$ cat config.mk
export PLATFORM = sky130hd
export DESIGN_NAME = calendar_clock_epoch_converter_top
export DESIGN_NICKNAME = d
export VERILOG_FILES = /design/src/hdl/cce_pkg.sv /design/src/hdl/cce_ctrl.sv /design/src/hdl/cce_dpath.sv /design/src/hdl/calendar_clock_epoch_converter_top.sv
export SDC_FILE = /design/constraint.sdc
export NUM_CORES = 2
export LEC_CHECK = 0
export BUFFER_PORTS_ARGS = -buffer_cell sky130_fd_sc_hd__buf_2
export CAP_MARGIN = 20
export CORE_MARGIN = 5
export CORE_UTILIZATION = 59
export DETAILED_ROUTE_END_ITERATION = 10
export GPL_TIMING_DRIVEN = 0
export HOLD_SLACK_MARGIN = 0.1
export MAX_ROUTING_LAYER = met4
export PLACE_DENSITY = 0.79
export SYNTH_ARGS = -nofsm -noshare
export SYNTH_HDL_FRONTEND = slang
export SYNTH_SLANG_ARGS = --single-unit
$ cat constraint.sdc
create_clock -name clk -period 12.65 [get_ports clk]
set_clock_uncertainty 0.15 [all_clocks]
set_input_delay 1.265 -clock clk [delete_from_list [all_inputs] [get_ports clk]]
set_output_delay 1.265 -clock clk [all_outputs]
set_load 0.01 [all_outputs]
$ cat src/hdl/cce_pkg.sv
// ----------------------------------------------------------------------------
// cce_pkg
// Shared constants, command/status types and calendar helpers for the
// calendar clock epoch converter.
// ----------------------------------------------------------------------------
package cce_pkg;

  localparam logic [11:0] EPOCH_YEAR     = 12'd1970;
  localparam logic [31:0] SECS_PER_DAY   = 32'd86400;
  localparam logic [31:0] SECS_PER_HOUR  = 32'd3600;
  localparam logic [31:0] SECS_PER_MIN   = 32'd60;
  localparam logic [16:0] DIV_MS         = 17'd1000;
  localparam logic [16:0] DIV_DAY        = 17'd86400;
  localparam logic [16:0] DIV_HOUR       = 17'd3600;
  localparam logic [16:0] DIV_MIN        = 17'd60;

  // floor(2^32 / divisor); the quotient estimate is low by at most one
  localparam logic [31:0] RCP_MS         = 32'd4294967;
  localparam logic [31:0] RCP_DAY        = 32'd49710;
  localparam logic [31:0] RCP_HOUR       = 32'd1193046;
  localparam logic [31:0] RCP_MIN        = 32'd71582788;

  // datapath operations
  typedef logic [3:0] cce_op_t;
  localparam cce_op_t OP_NOP       = 4'd0;
  localparam cce_op_t OP_LOAD      = 4'd1;
  localparam cce_op_t OP_SYEAR     = 4'd2;
  localparam cce_op_t OP_SMON      = 4'd3;
  localparam cce_op_t OP_SDAY      = 4'd4;
  localparam cce_op_t OP_MUL       = 4'd5;
  localparam cce_op_t OP_COMMIT    = 4'd6;
  localparam cce_op_t OP_DIV_START = 4'd7;
  localparam cce_op_t OP_DIV_STEP  = 4'd8;
  localparam cce_op_t OP_TS        = 4'd9;
  localparam cce_op_t OP_DAYS      = 4'd10;
  localparam cce_op_t OP_HOUR      = 4'd11;
  localparam cce_op_t OP_RYEAR     = 4'd12;
  localparam cce_op_t OP_RMON      = 4'd13;
  localparam cce_op_t OP_OUT       = 4'd14;

  // divider operand select
  typedef logic [1:0] cce_dsel_t;
  localparam cce_dsel_t DSEL_MS   = 2'd0;
  localparam cce_dsel_t DSEL_DAY  = 2'd1;
  localparam cce_dsel_t DSEL_HOUR = 2'd2;
  localparam cce_dsel_t DSEL_MIN  = 2'd3;

  typedef struct packed {
    cce_op_t   op;
    cce_dsel_t dsel;
  } cce_cmd_t;

  typedef struct packed {
    logic clk_valid;  // clock has been set
    logic year_lt;    // set: year counter below target year
    logic mon_go;     // set: another whole month to add
    logic year_ge;    // read: remaining days cover the current year
    logic mon_fit;    // read: remaining days fall in the current month
    logic mon_last;   // read: month counter at december
    logic div_last;   // divider on its final step
    logic out_free;   // output register can take a beat
  } cce_sts_t;

  // y mod 25 by restoring subtraction, eight steps on 12 bits
  function automatic logic [4:0] mod25(input logic [11:0] y);
    logic [11:0] r;
    r = y;
    for (int k = 7; k >= 0; k--) begin
      if (r >= (12'd25 << k)) begin
        r = r - (12'd25 << k);
      end
    end
    return r[4:0];
  endfunction

  // div by 4, and not by 100 unless by 400 (400 = 16 * 25)
  function automatic logic is_leap(input logic [11:0] y);
    return (y[1:0] == 2'b00) && ((mod25(y) != 5'd0) || (y[3:0] == 4'd0));
  endfunction

  function automatic logic [8:0] year_len(input logic [11:0] y);
    return is_leap(y) ? 9'd366 : 9'd365;
  endfunction

  function automatic logic [4:0] month_days(input logic [3:0] m, input logic leap);
    logic [4:0] d;
    case (m) inside
      4'd2:                    d = leap ? 5'd29 : 5'd28;
      4'd4, 4'd6, 4'd9, 4'd11: d = 5'd30;
      default:                 d = 5'd31;
    endcase
    return d;
  endfunction

endpackage

$ cat src/hdl/cce_ctrl.sv
// ----------------------------------------------------------------------------
// cce_ctrl
// Sequencer: walks the set and read procedures and issues one datapath
// command per cycle.
// ----------------------------------------------------------------------------
module cce_ctrl import cce_pkg::*; (
  input  logic     clk,
  input  logic     rst_n,
  input  logic     in_valid,
  input  logic     in_func,
  output logic     in_stall,
  input  cce_sts_t sts,
  output cce_cmd_t cmd
);

  localparam logic [4:0] ST_IDLE      = 5'd0;
  localparam logic [4:0] ST_SYEAR     = 5'd1;
  localparam logic [4:0] ST_SMON      = 5'd2;
  localparam logic [4:0] ST_SDAY      = 5'd3;
  localparam logic [4:0] ST_SMUL      = 5'd4;
  localparam logic [4:0] ST_SCOMMIT   = 5'd5;
  localparam logic [4:0] ST_MS_START  = 5'd6;
  localparam logic [4:0] ST_MS_DIV    = 5'd7;
  localparam logic [4:0] ST_TS        = 5'd8;
  localparam logic [4:0] ST_DAY_START = 5'd9;
  localparam logic [4:0] ST_DAY_DIV   = 5'd10;
  localparam logic [4:0] ST_DAYS      = 5'd11;
  localparam logic [4:0] ST_HR_START  = 5'd12;
  localparam logic [4:0] ST_HR_DIV    = 5'd13;
  localparam logic [4:0] ST_HR_CAP    = 5'd14;
  localparam logic [4:0] ST_MN_START  = 5'd15;
  localparam logic [4:0] ST_MN_DIV    = 5'd16;
  localparam logic [4:0] ST_RYEAR     = 5'd17;
  localparam logic [4:0] ST_RMON      = 5'd18;
  localparam logic [4:0] ST_EMIT      = 5'd19;

  logic [4:0] state_r;
  logic [4:0] state_nxt;

  assign in_stall = (state_r != ST_IDLE);

  always_comb begin
    cmd.op    = OP_NOP;
    cmd.dsel  = DSEL_MS;
    state_nxt = state_r;
    unique case (state_r)
      ST_IDLE: begin
        if (in_valid) begin
          cmd.op = OP_LOAD;
          if (!in_func) begin
            state_nxt = ST_SYEAR;
          end else if (!sts.clk_valid) begin
            state_nxt = ST_EMIT;
          end else begin
            state_nxt = ST_MS_START;
          end
        end
      end
      ST_SYEAR: begin
        if (sts.year_lt) begin
          cmd.op = OP_SYEAR;
        end else begin
          state_nxt = ST_SMON;
        end
      end
      ST_SMON: begin
        if (sts.mon_go) begin
          cmd.op = OP_SMON;
        end else begin
          state_nxt = ST_SDAY;
        end
      end
      ST_SDAY: begin
        cmd.op    = OP_SDAY;
        state_nxt = ST_SMUL;
      end
      ST_SMUL: begin
        cmd.op    = OP_MUL;
        state_nxt = ST_SCOMMIT;
      end
      ST_SCOMMIT: begin
        cmd.op    = OP_COMMIT;
        state_nxt = ST_IDLE;
      end
      ST_MS_START: begin
        cmd.op    = OP_DIV_START;
        cmd.dsel  = DSEL_MS;
        state_nxt = ST_MS_DIV;
      end
      ST_MS_DIV: begin
        cmd.op = OP_DIV_STEP;
        if (sts.div_last) begin
          state_nxt = ST_TS;
        end
      end
      ST_TS: begin
        cmd.op    = OP_TS;
        state_nxt = ST_DAY_START;
      end
      ST_DAY_START: begin
        cmd.op    = OP_DIV_START;
        cmd.dsel  = DSEL_DAY;
        state_nxt = ST_DAY_DIV;
      end
      ST_DAY_DIV: begin
        cmd.op = OP_DIV_STEP;
        if (sts.div_last) begin
          state_nxt = ST_DAYS;
        end
      end
      ST_DAYS: begin
        cmd.op    = OP_DAYS;
        state_nxt = ST_HR_START;
      end
      ST_HR_START: begin
        cmd.op    = OP_DIV_START;
        cmd.dsel  = DSEL_HOUR;
        state_nxt = ST_HR_DIV;
      end
      ST_HR_DIV: begin
        cmd.op = OP_DIV_STEP;
        if (sts.div_last) begin
          state_nxt = ST_HR_CAP;
        end
      end
      ST_HR_CAP: begin
        cmd.op    = OP_HOUR;
        state_nxt = ST_MN_START;
      end
      ST_MN_START: begin
        cmd.op    = OP_DIV_START;
        cmd.dsel  = DSEL_MIN;
        state_nxt = ST_MN_DIV;
      end
      ST_MN_DIV: begin
        cmd.op = OP_DIV_STEP;
        if (sts.div_last) begin
          state_nxt = ST_RYEAR;
        end
      end
      ST_RYEAR: begin
        if (sts.year_ge) begin
          cmd.op = OP_RYEAR;
        end else begin
          state_nxt = ST_RMON;
        end
      end
      ST_RMON: begin
        if (sts.mon_fit || sts.mon_last) begin
          state_nxt = ST_EMIT;
        end else begin
          cmd.op = OP_RMON;
        end
      end
      ST_EMIT: begin
        if (sts.out_free) begin
          cmd.op    = OP_OUT;
          state_nxt = ST_IDLE;
        end
      end
      default: begin
        state_nxt = ST_IDLE;
      end
    endcase
  end

  always_ff @(posedge clk) begin
    if (!rst_n) begin
      state_r <= ST_IDLE;
    end else begin
      state_r <= state_nxt;
    end
  end

endmodule

$ cat src/hdl/cce_dpath.sv
// ----------------------------------------------------------------------------
// cce_dpath
// Datapath: set-field latches, day accumulator with year and month counters,
// reciprocal constant divider, set multipliers, clock base and output register.
// ----------------------------------------------------------------------------
module cce_dpath import cce_pkg::*; (
  input  logic        clk,
  input  logic        rst_n,
  input  cce_cmd_t    cmd,
  input  logic [31:0] in_now_ms,
  input  logic [11:0] in_set_year,
  input  logic [3:0]  in_set_month,
  input  logic [4:0]  in_set_day,
  input  logic [4:0]  in_set_hour,
  input  logic [5:0]  in_set_minute,
  input  logic [5:0]  in_set_second,
  input  logic        out_stall,
  output logic        out_valid,
  output logic        out_is_set,
  output logic [31:0] out_epoch_seconds,
  output logic [11:0] out_cal_year,
  output logic [3:0]  out_cal_month,
  output logic [4:0]  out_cal_day,
  output logic [4:0]  out_cal_hour,
  output logic [5:0]  out_cal_minute,
  output logic [5:0]  out_cal_second,
  output cce_sts_t    sts
);

  // latched item
  logic [31:0] now_r,     now_nxt;
  logic [11:0] syear_r,   syear_nxt;
  logic [3:0]  smon_r,    smon_nxt;
  logic [4:0]  sday_r,    sday_nxt;
  logic [4:0]  shour_r,   shour_nxt;
  logic [5:0]  smin_r,    smin_nxt;
  logic [5:0]  ssec_r,    ssec_nxt;
  // clock base
  logic [31:0] base_sec_r, base_sec_nxt;
  logic [31:0] base_ms_r,  base_ms_nxt;
  logic        valid_r,    valid_nxt;
  // working registers
  logic [11:0] yr_r,    yr_nxt;
  logic [3:0]  mon_r,   mon_nxt;
  logic [31:0] days_r,  days_nxt;
  logic [31:0] prod_r,  prod_nxt;
  logic [31:0] hms_r,   hms_nxt;
  logic [31:0] ts_r,    ts_nxt;
  logic [4:0]  hour_r,  hour_nxt;
  // divider
  logic [31:0] num_r,   num_nxt;
  logic [31:0] rcp_r,   rcp_nxt;
  logic [16:0] dvr_r,   dvr_nxt;
  logic [17:0] rem_r,   rem_nxt;
  logic [31:0] quo_r,   quo_nxt;
  logic [1:0]  dcnt_r,  dcnt_nxt;
  // output register
  logic        ov_r,    ov_nxt;
  logic        oset_r,  oset_nxt;
  logic [31:0] oepo_r,  oepo_nxt;
  logic [11:0] oyr_r,   oyr_nxt;
  logic [3:0]  omon_r,  omon_nxt;
  logic [4:0]  oday_r,  oday_nxt;
  logic [4:0]  ohr_r,   ohr_nxt;
  logic [5:0]  omin_r,  omin_nxt;
  logic [5:0]  osec_r,  osec_nxt;

  logic [8:0]  ylen;
  logic [4:0]  md_rd;
  logic [4:0]  md_set;
  logic [63:0] rprod;
  logic [31:0] qd_diff;
  logic        out_free;

  assign ylen   = year_len(yr_r);
  assign md_rd  = month_days(mon_r, is_leap(yr_r));
  assign md_set = month_days(mon_r, is_leap(syear_r));

  // quotient estimate from the reciprocal, then remainder and one fix-up
  assign rprod   = {32'd0, num_r} * {32'd0, rcp_r};
  assign qd_diff = num_r - quo_r * {15'd0, dvr_r};

  assign out_free = !ov_r || !out_stall;

  assign sts.clk_valid = valid_r;
  assign sts.year_lt   = (yr_r < syear_r);
  assign sts.mon_go    = (mon_r < smon_r) && (mon_r <= 4'd12);
  assign sts.year_ge   = (days_r >= {23'd0, ylen});
  assign sts.mon_fit   = (days_r < {27'd0, md_rd});
  assign sts.mon_last  = (mon_r == 4'd12);
  assign sts.div_last  = (dcnt_r == 2'd2);
  assign sts.out_free  = out_free;

  always_comb begin
    now_nxt      = now_r;
    syear_nxt    = syear_r;
    smon_nxt     = smon_r;
    sday_nxt     = sday_r;
    shour_nxt    = shour_r;
    smin_nxt     = smin_r;
    ssec_nxt     = ssec_r;
    base_sec_nxt = base_sec_r;
    base_ms_nxt  = base_ms_r;
    valid_nxt    = valid_r;
    yr_nxt       = yr_r;
    mon_nxt      = mon_r;
    days_nxt     = days_r;
    prod_nxt     = prod_r;
    hms_nxt      = hms_r;
    ts_nxt       = ts_r;
    hour_nxt     = hour_r;
    num_nxt      = num_r;
    rcp_nxt      = rcp_r;
    dvr_nxt      = dvr_r;
    rem_nxt      = rem_r;
    quo_nxt      = quo_r;
    dcnt_nxt     = dcnt_r;
    ov_nxt       = ov_r && out_stall;
    oset_nxt     = oset_r;
    oepo_nxt     = oepo_r;
    oyr_nxt      = oyr_r;
    omon_nxt     = omon_r;
    oday_nxt     = oday_r;
    ohr_nxt      = ohr_r;
    omin_nxt     = omin_r;
    osec_nxt     = osec_r;

    case (cmd.op)
      OP_LOAD: begin
        now_nxt   = in_now_ms;
        syear_nxt = in_set_year;
        smon_nxt  = in_set_month;
        sday_nxt  = in_set_day;
        shour_nxt = in_set_hour;
        smin_nxt  = in_set_minute;
        ssec_nxt  = in_set_second;
        yr_nxt    = EPOCH_YEAR;
        mon_nxt   = 4'd1;
        days_nxt  = 32'd0;
      end
      OP_SYEAR: begin
        days_nxt = days_r + {23'd0, ylen};
        yr_nxt   = yr_r + 12'd1;
      end
      OP_SMON: begin
        days_nxt = days_r + {27'd0, md_set};
        mon_nxt  = mon_r + 4'd1;
      end
      OP_SDAY: begin
        // day zero wraps the offset below zero
        days_nxt = days_r + {27'd0, sday_r} - 32'd1;
      end
      OP_MUL: begin
        prod_nxt = days_r * SECS_PER_DAY;
        hms_nxt  = {27'd0, shour_r} * SECS_PER_HOUR + {26'd0, smin_r} * SECS_PER_MIN
                 + {26'd0, ssec_r};
      end
      OP_COMMIT: begin
        base_sec_nxt = prod_r + hms_r;
        base_ms_nxt  = now_r;
        valid_nxt    = 1'b1;
      end
      OP_DIV_START: begin
        dcnt_nxt = 2'd0;
        case (cmd.dsel)
          DSEL_MS: begin
            num_nxt = now_r - base_ms_r;
            rcp_nxt = RCP_MS;
            dvr_nxt = DIV_MS;
          end
          DSEL_DAY: begin
            num_nxt = ts_r;
            rcp_nxt = RCP_DAY;
            dvr_nxt = DIV_DAY;
          end
          DSEL_HOUR: begin
            num_nxt = {14'd0, rem_r};
            rcp_nxt = RCP_HOUR;
            dvr_nxt = DIV_HOUR;
          end
          default: begin
            num_nxt = {14'd0, rem_r};
            rcp_nxt = RCP_MIN;
            dvr_nxt = DIV_MIN;
          end
        endcase
      end
      OP_DIV_STEP: begin
        case (dcnt_r)
          2'd0: begin
            quo_nxt = rprod[63:32];
          end
          2'd1: begin
            // below twice the divisor, fits 18 bits
            rem_nxt = qd_diff[17:0];
          end
          default: begin
            if (rem_r >= {1'b0, dvr_r}) begin
              rem_nxt = rem_r - {1'b0, dvr_r};
              quo_nxt = quo_r + 32'd1;
            end
          end
        endcase
        dcnt_nxt = dcnt_r + 2'd1;
      end
      OP_TS: begin
        ts_nxt = base_sec_r + quo_r;
      end
      OP_DAYS: begin
        days_nxt = quo_r;
        yr_nxt   = EPOCH_YEAR;
        mon_nxt  = 4'd1;
      end
      OP_HOUR: begin
        hour_nxt = quo_r[4:0];
      end
      OP_RYEAR: begin
        days_nxt = days_r - {23'd0, ylen};
        yr_nxt   = yr_r + 12'd1;
      end
      OP_RMON: begin
        days_nxt = days_r - {27'd0, md_rd};
        mon_nxt  = mon_r + 4'd1;
      end
      OP_OUT: begin
        ov_nxt = 1'b1;
        if (valid_r) begin
          oset_nxt = 1'b1;
          oepo_nxt = ts_r;
          oyr_nxt  = yr_r;
          omon_nxt = mon_r;
          oday_nxt = days_r[4:0] + 5'd1;
          ohr_nxt  = hour_r;
          omin_nxt = quo_r[5:0];
          osec_nxt = rem_r[5:0];
        end else begin
          oset_nxt = 1'b0;
          oepo_nxt = 32'd0;
          oyr_nxt  = 12'd0;
          omon_nxt = 4'd0;
          oday_nxt = 5'd0;
          ohr_nxt  = 5'd0;
          omin_nxt = 6'd0;
          osec_nxt = 6'd0;
        end
      end
      default: begin
      end
    endcase
  end

  always_ff @(posedge clk) begin
    if (!rst_n) begin
      valid_r    <= 1'b0;
      base_sec_r <= 32'd0;
      base_ms_r  <= 32'd0;
      ov_r       <= 1'b0;
    end else begin
      valid_r    <= valid_nxt;
      base_sec_r <= base_sec_nxt;
      base_ms_r  <= base_ms_nxt;
      ov_r       <= ov_nxt;
    end
  end

  always_ff @(posedge clk) begin
    now_r   <= now_nxt;
    syear_r <= syear_nxt;
    smon_r  <= smon_nxt;
    sday_r  <= sday_nxt;
    shour_r <= shour_nxt;
    smin_r  <= smin_nxt;
    ssec_r  <= ssec_nxt;
    yr_r    <= yr_nxt;
    mon_r   <= mon_nxt;
    days_r  <= days_nxt;
    prod_r  <= prod_nxt;
    hms_r   <= hms_nxt;
    ts_r    <= ts_nxt;
    hour_r  <= hour_nxt;
    num_r   <= num_nxt;
    rcp_r   <= rcp_nxt;
    dvr_r   <= dvr_nxt;
    rem_r   <= rem_nxt;
    quo_r   <= quo_nxt;
    dcnt_r  <= dcnt_nxt;
    oset_r  <= oset_nxt;
    oepo_r  <= oepo_nxt;
    oyr_r   <= oyr_nxt;
    omon_r  <= omon_nxt;
    oday_r  <= oday_nxt;
    ohr_r   <= ohr_nxt;
    omin_r  <= omin_nxt;
    osec_r  <= osec_nxt;
  end

  assign out_valid         = ov_r;
  assign out_is_set        = oset_r;
  assign out_epoch_seconds = oepo_r;
  assign out_cal_year      = oyr_r;
  assign out_cal_month     = omon_r;
  assign out_cal_day       = oday_r;
  assign out_cal_hour      = ohr_r;
  assign out_cal_minute    = omin_r;
  assign out_cal_second    = osec_r;

endmodule

$ cat src/hdl/calendar_clock_epoch_converter_top.sv
// ----------------------------------------------------------------------------
// calendar_clock_epoch_converter_top
// Software-style real-time clock: set converts a calendar date to Unix
// seconds and latches the millisecond count, read returns the current time.
//
//   channel  | direction | handshake         | beat
//   in_      | input     | in_valid/in_stall | func, now_ms, set date and time
//   out_     | output    | out_valid/out_stall | is_set, seconds, calendar
//
// One item at a time; in_stall is high from acceptance to the end of its work.
// Set walks the years from 1970 to set_year and the months before set_month, then commits.
// Read runs four reciprocal divisions and the year/month walk;
// a read of an unset clock goes straight to the output.
// The result waits in an output register; the next item is taken meanwhile.
// Synchronous active-low reset clears the clock base, valid flag and output valid, no sweep.
// ----------------------------------------------------------------------------
module calendar_clock_epoch_converter_top import cce_pkg::*; (
  input  logic        clk,
  input  logic        rst_n,
  input  logic        in_valid,
  output logic        in_stall,
  input  logic        in_func,
  input  logic [31:0] in_now_ms,
  input  logic [11:0] in_set_year,
  input  logic [3:0]  in_set_month,
  input  logic [4:0]  in_set_day,
  input  logic [4:0]  in_set_hour,
  input  logic [5:0]  in_set_minute,
  input  logic [5:0]  in_set_second,
  output logic        out_valid,
  input  logic        out_stall,
  output logic        out_is_set,
  output logic [31:0] out_epoch_seconds,
  output logic [11:0] out_cal_year,
  output logic [3:0]  out_cal_month,
  output logic [4:0]  out_cal_day,
  output logic [4:0]  out_cal_hour,
  output logic [5:0]  out_cal_minute,
  output logic [5:0]  out_cal_second
);

  cce_cmd_t cmd;
  cce_sts_t sts;

  cce_ctrl u_ctrl (
    .clk      (clk),
    .rst_n    (rst_n),
    .in_valid (in_valid),
    .in_func  (in_func),
    .in_stall (in_stall),
    .sts      (sts),
    .cmd      (cmd)
  );

  cce_dpath u_dpath (
    .clk               (clk),
    .rst_n             (rst_n),
    .cmd               (cmd),
    .in_now_ms         (in_now_ms),
    .in_set_year       (in_set_year),
    .in_set_month      (in_set_month),
    .in_set_day        (in_set_day),
    .in_set_hour       (in_set_hour),
    .in_set_minute     (in_set_minute),
    .in_set_second     (in_set_second),
    .out_stall         (out_stall),
    .out_valid         (out_valid),
    .out_is_set        (out_is_set),
    .out_epoch_seconds (out_epoch_seconds),
    .out_cal_year      (out_cal_year),
    .out_cal_month     (out_cal_month),
    .out_cal_day       (out_cal_day),
    .out_cal_hour      (out_cal_hour),
    .out_cal_minute    (out_cal_minute),
    .out_cal_second    (out_cal_second),
    .sts               (sts)
  );

endmodule

==> qor.txt <==
Buf+Inv Stages, Crit Path -> 6
HP Class -> register to register
CP most frequent cell -> a21o_1
Register bit total from synthesis -> 435
RSZ-0062 raised after global routing -> yes
Top FF cell, synth -> edfxtp_1
Period utilization -> 0.977
Die height -> 325 um
Clk buf depth -> 3
Most common cell after layout, fill and taps aside -> inv_1
Drt initial violations -> 3754
Post-synth EDFFs -> 364
Netlist Area Pre-Place -> 58500 um^2
Slew Limit Fails -> 0
Sink Count -> 435
Most frequent cells in the layout -> inv_1, ha_1, fa_1
ANT nets after route -> 0
Cells after synthesis -> 6029
Largest cells by area after synthesis -> fa_1, edfxtp_1, ha_1
Syn avg cell area -> 9.70 um^2
Crit path arrival time -> 12.55 ns
First-pass GRT wire length -> 269000 um
Synth-to-layout area growth -> 9.92%
Placer congestion estimate -> 1.04
Initial antenna violation count -> 6
Gr usage total -> 0.336
# IOs -> 148
Cell taking the most area after synthesis -> fa_1
CTS buffer count -> 48
Max FO, Critical Path -> 7
Detailed-placement wirelength estimate -> 143000 um
Run status -> finished clean
Setup violators final -> 0
Max-slew headroom -> 0.244
Worst-Skew Late Latency -> 0.65 ns
Gr ovfl total -> 0
Synth async-reset ratio -> 0
Finished Cell Area -> 64300 um^2
Sequential fraction of the synthesis area -> 0.211
Share of cells above drive strength 1 -> 0.0860
FMAX -> 80.9 MHz
WP data required -> 12.84 ns
Crit-path leading delay family -> compound AO/OA/AOI/OAI gates
Total die area -> 105000 um^2
Final core occ -> 0.653
First-pass detailed-route iteration total -> 9
Share of the synthesized area in the top cell type -> 0.245
CTS HTree Levels -> 2
Routed len/inst -> 22.7 um
Via count -> 45700
Vias in the first global route -> 47600
Placed Area -> 61200 um^2
CTS tree -> built
Core area -> 98400 um^2
Vias per cell -> 5.96
Netlist cell types -> 115
WS Path Type -> register to register
Rows -> 115
Initial Utilization -> 0.594
Post-route minimum period -> 12.36 ns
Syn. warnings -> 0
Largest net degree at the start of global routing -> 51
CP Launch Type -> register
WL final -> 174000 um
CP max stage cell -> a211oi_2
Max Cap Violations -> 0
Crit path largest cell delay -> 0.57 ns
Port Buf Inserts -> 146
Die W -> 325 um
Fin nets -> 7894
CP Capture Type -> register
DRC Markers -> 0
Reg clk slew, reported paths -> 0.07 ns
Setup WS post-layout -> 0.293 ns
Pre-CTS setup slack -> -2.46 ns
Clock Tree Root -> clkbuf_16
Fin. Hold Viols -> 0
Worst-Margin Slew -> 1.13 ns
Mapped Nets -> 7588
## worst register-to-register path, delay by kind of cell, from the launching register on
family                     cells  cell delay (ns)
buffers and inverters          6             0.70
and+or+nand+nor               22             3.09
DFF                            1             0.41
adders and majority gates      7             1.61
xor gates and xnor gates       4             0.65
AOI/OAI and AO/OA             21             5.45
## state kept, by name, indices dropped and copies added (netlist names), 6 cells and up
name and cells:
u_dpath.num_r 32, u_dpath.ts_r 32, u_dpath.ssec_r 6, u_dpath.prod_r 25, u_dpath.dvr_r 8, u_dpath.out_cal_year 12
u_dpath.smin_r 6, u_dpath.out_epoch_seconds 32, u_dpath.out_cal_second 6, u_dpath.base_ms_r 32, u_dpath.yr_r 12, u_dpath.out_cal_minute 6
u_dpath.days_r 32, u_dpath.hms_r 19, u_dpath.rem_r 18, u_dpath.base_sec_r 32, u_dpath.now_r 32, u_dpath.syear_r 12
u_dpath.quo_r 32
## logic make-up after synthesis
logic type      count (synthesis)  synth area share
compound gates                993             0.116
xor+xnor                      356            0.0533
fa+ha+maj                    1485             0.410
buf+inv                      1234            0.0799
flops                         435             0.211
mux                            29           0.00535
other cells                     1         0.0000641
simple gates                 1496             0.124
## per-layer routing
| layer | share of wire | wire length, um | global-route usage |
|---|---|---|---|
| met1 | 0.38 | 66500 | 0.405 |
| met2 | 0.48 | 83000 | 0.557 |
| met3 | 0.075 | 13000 | 0.0501 |
| met4 | 0.065 | 11300 | 0.163 |
| met5 | 0 | 0 | - |
## Yosys cell counts (all sizes together), types with 20 or more instances
cell type / n
a21boi: 67
a21o: 60
a21oi: 228
a221oi: 23
a31oi: 34
and2: 269
and3: 44
buf: 23
clkbuf: 135
dfxtp: 71
edfxtp: 364
fa: 715
ha: 769
inv: 1065
nand2: 469
nand2b: 35
nand3: 103
nand4: 27
nor2: 342
nor2b: 41
nor3: 66
o211a: 25
o211ai: 32
o21a: 25
o21ai: 206
o21bai: 47
o221ai: 25
o22ai: 34
or2: 20
or3: 21
xnor2: 273
xor2: 83
## final cells by class
| type | instances | area, um^2 |
|---|---|---|
| tap | 1287 | 1610 |
| sequential | 435 | 12400 |
| timing repair buffer | 259 | 1690 |
| fill | 7912 | 34200 |
| inverter | 1076 | 4040 |
| multi-input combinational | 4360 | 42200 |
| buffer | 155 | 682 |
| clock inverter | 34 | 458 |
| antenna | 5 | 12.5 |
| clock buffer | 55 | 1260 |
## what timing repair did
action / CTS / global route
hold buffers: 0 / 0
buffers inserted: 49 / 49
setup endpoints to repair: 101 / 89
pin swaps: 36 / 52
gates resized for setup: 62 / 81
## metrics by stage
step | std cells | TNS, ns | hold slack [ns]
floorplan | 6029 | 0 | 0.250
global placement | 7462 | -197.60 | 0.291
detailed placement | 7476 | -174.71 | 0.287
CTS | 7612 | 0 | 0.305
global route | 7665 | -0.901 | 0.318
finish | 7666 | 0 | 0.301
## path summary, 6_finish.rpt
path | startpoint | cells after the start | slack [ns] | end
worst max-delay path | u_dpath.yr_r[7] | 60 | 0.29 | u_dpath.days_r[26]
worst min-delay path | u_dpath.ssec_r[1] | 0 | 0.30 | u_dpath.hms_r[1]
worst max register to register | u_dpath.yr_r[7] | 60 | 0.29 | u_dpath.days_r[26]
worst min register to register | u_dpath.ssec_r[1] | 0 | 0.30 | u_dpath.hms_r[1]
Power is not shown: default switching activity piles up to over one toggle a cycle in this logic, so the estimate is an artifact.
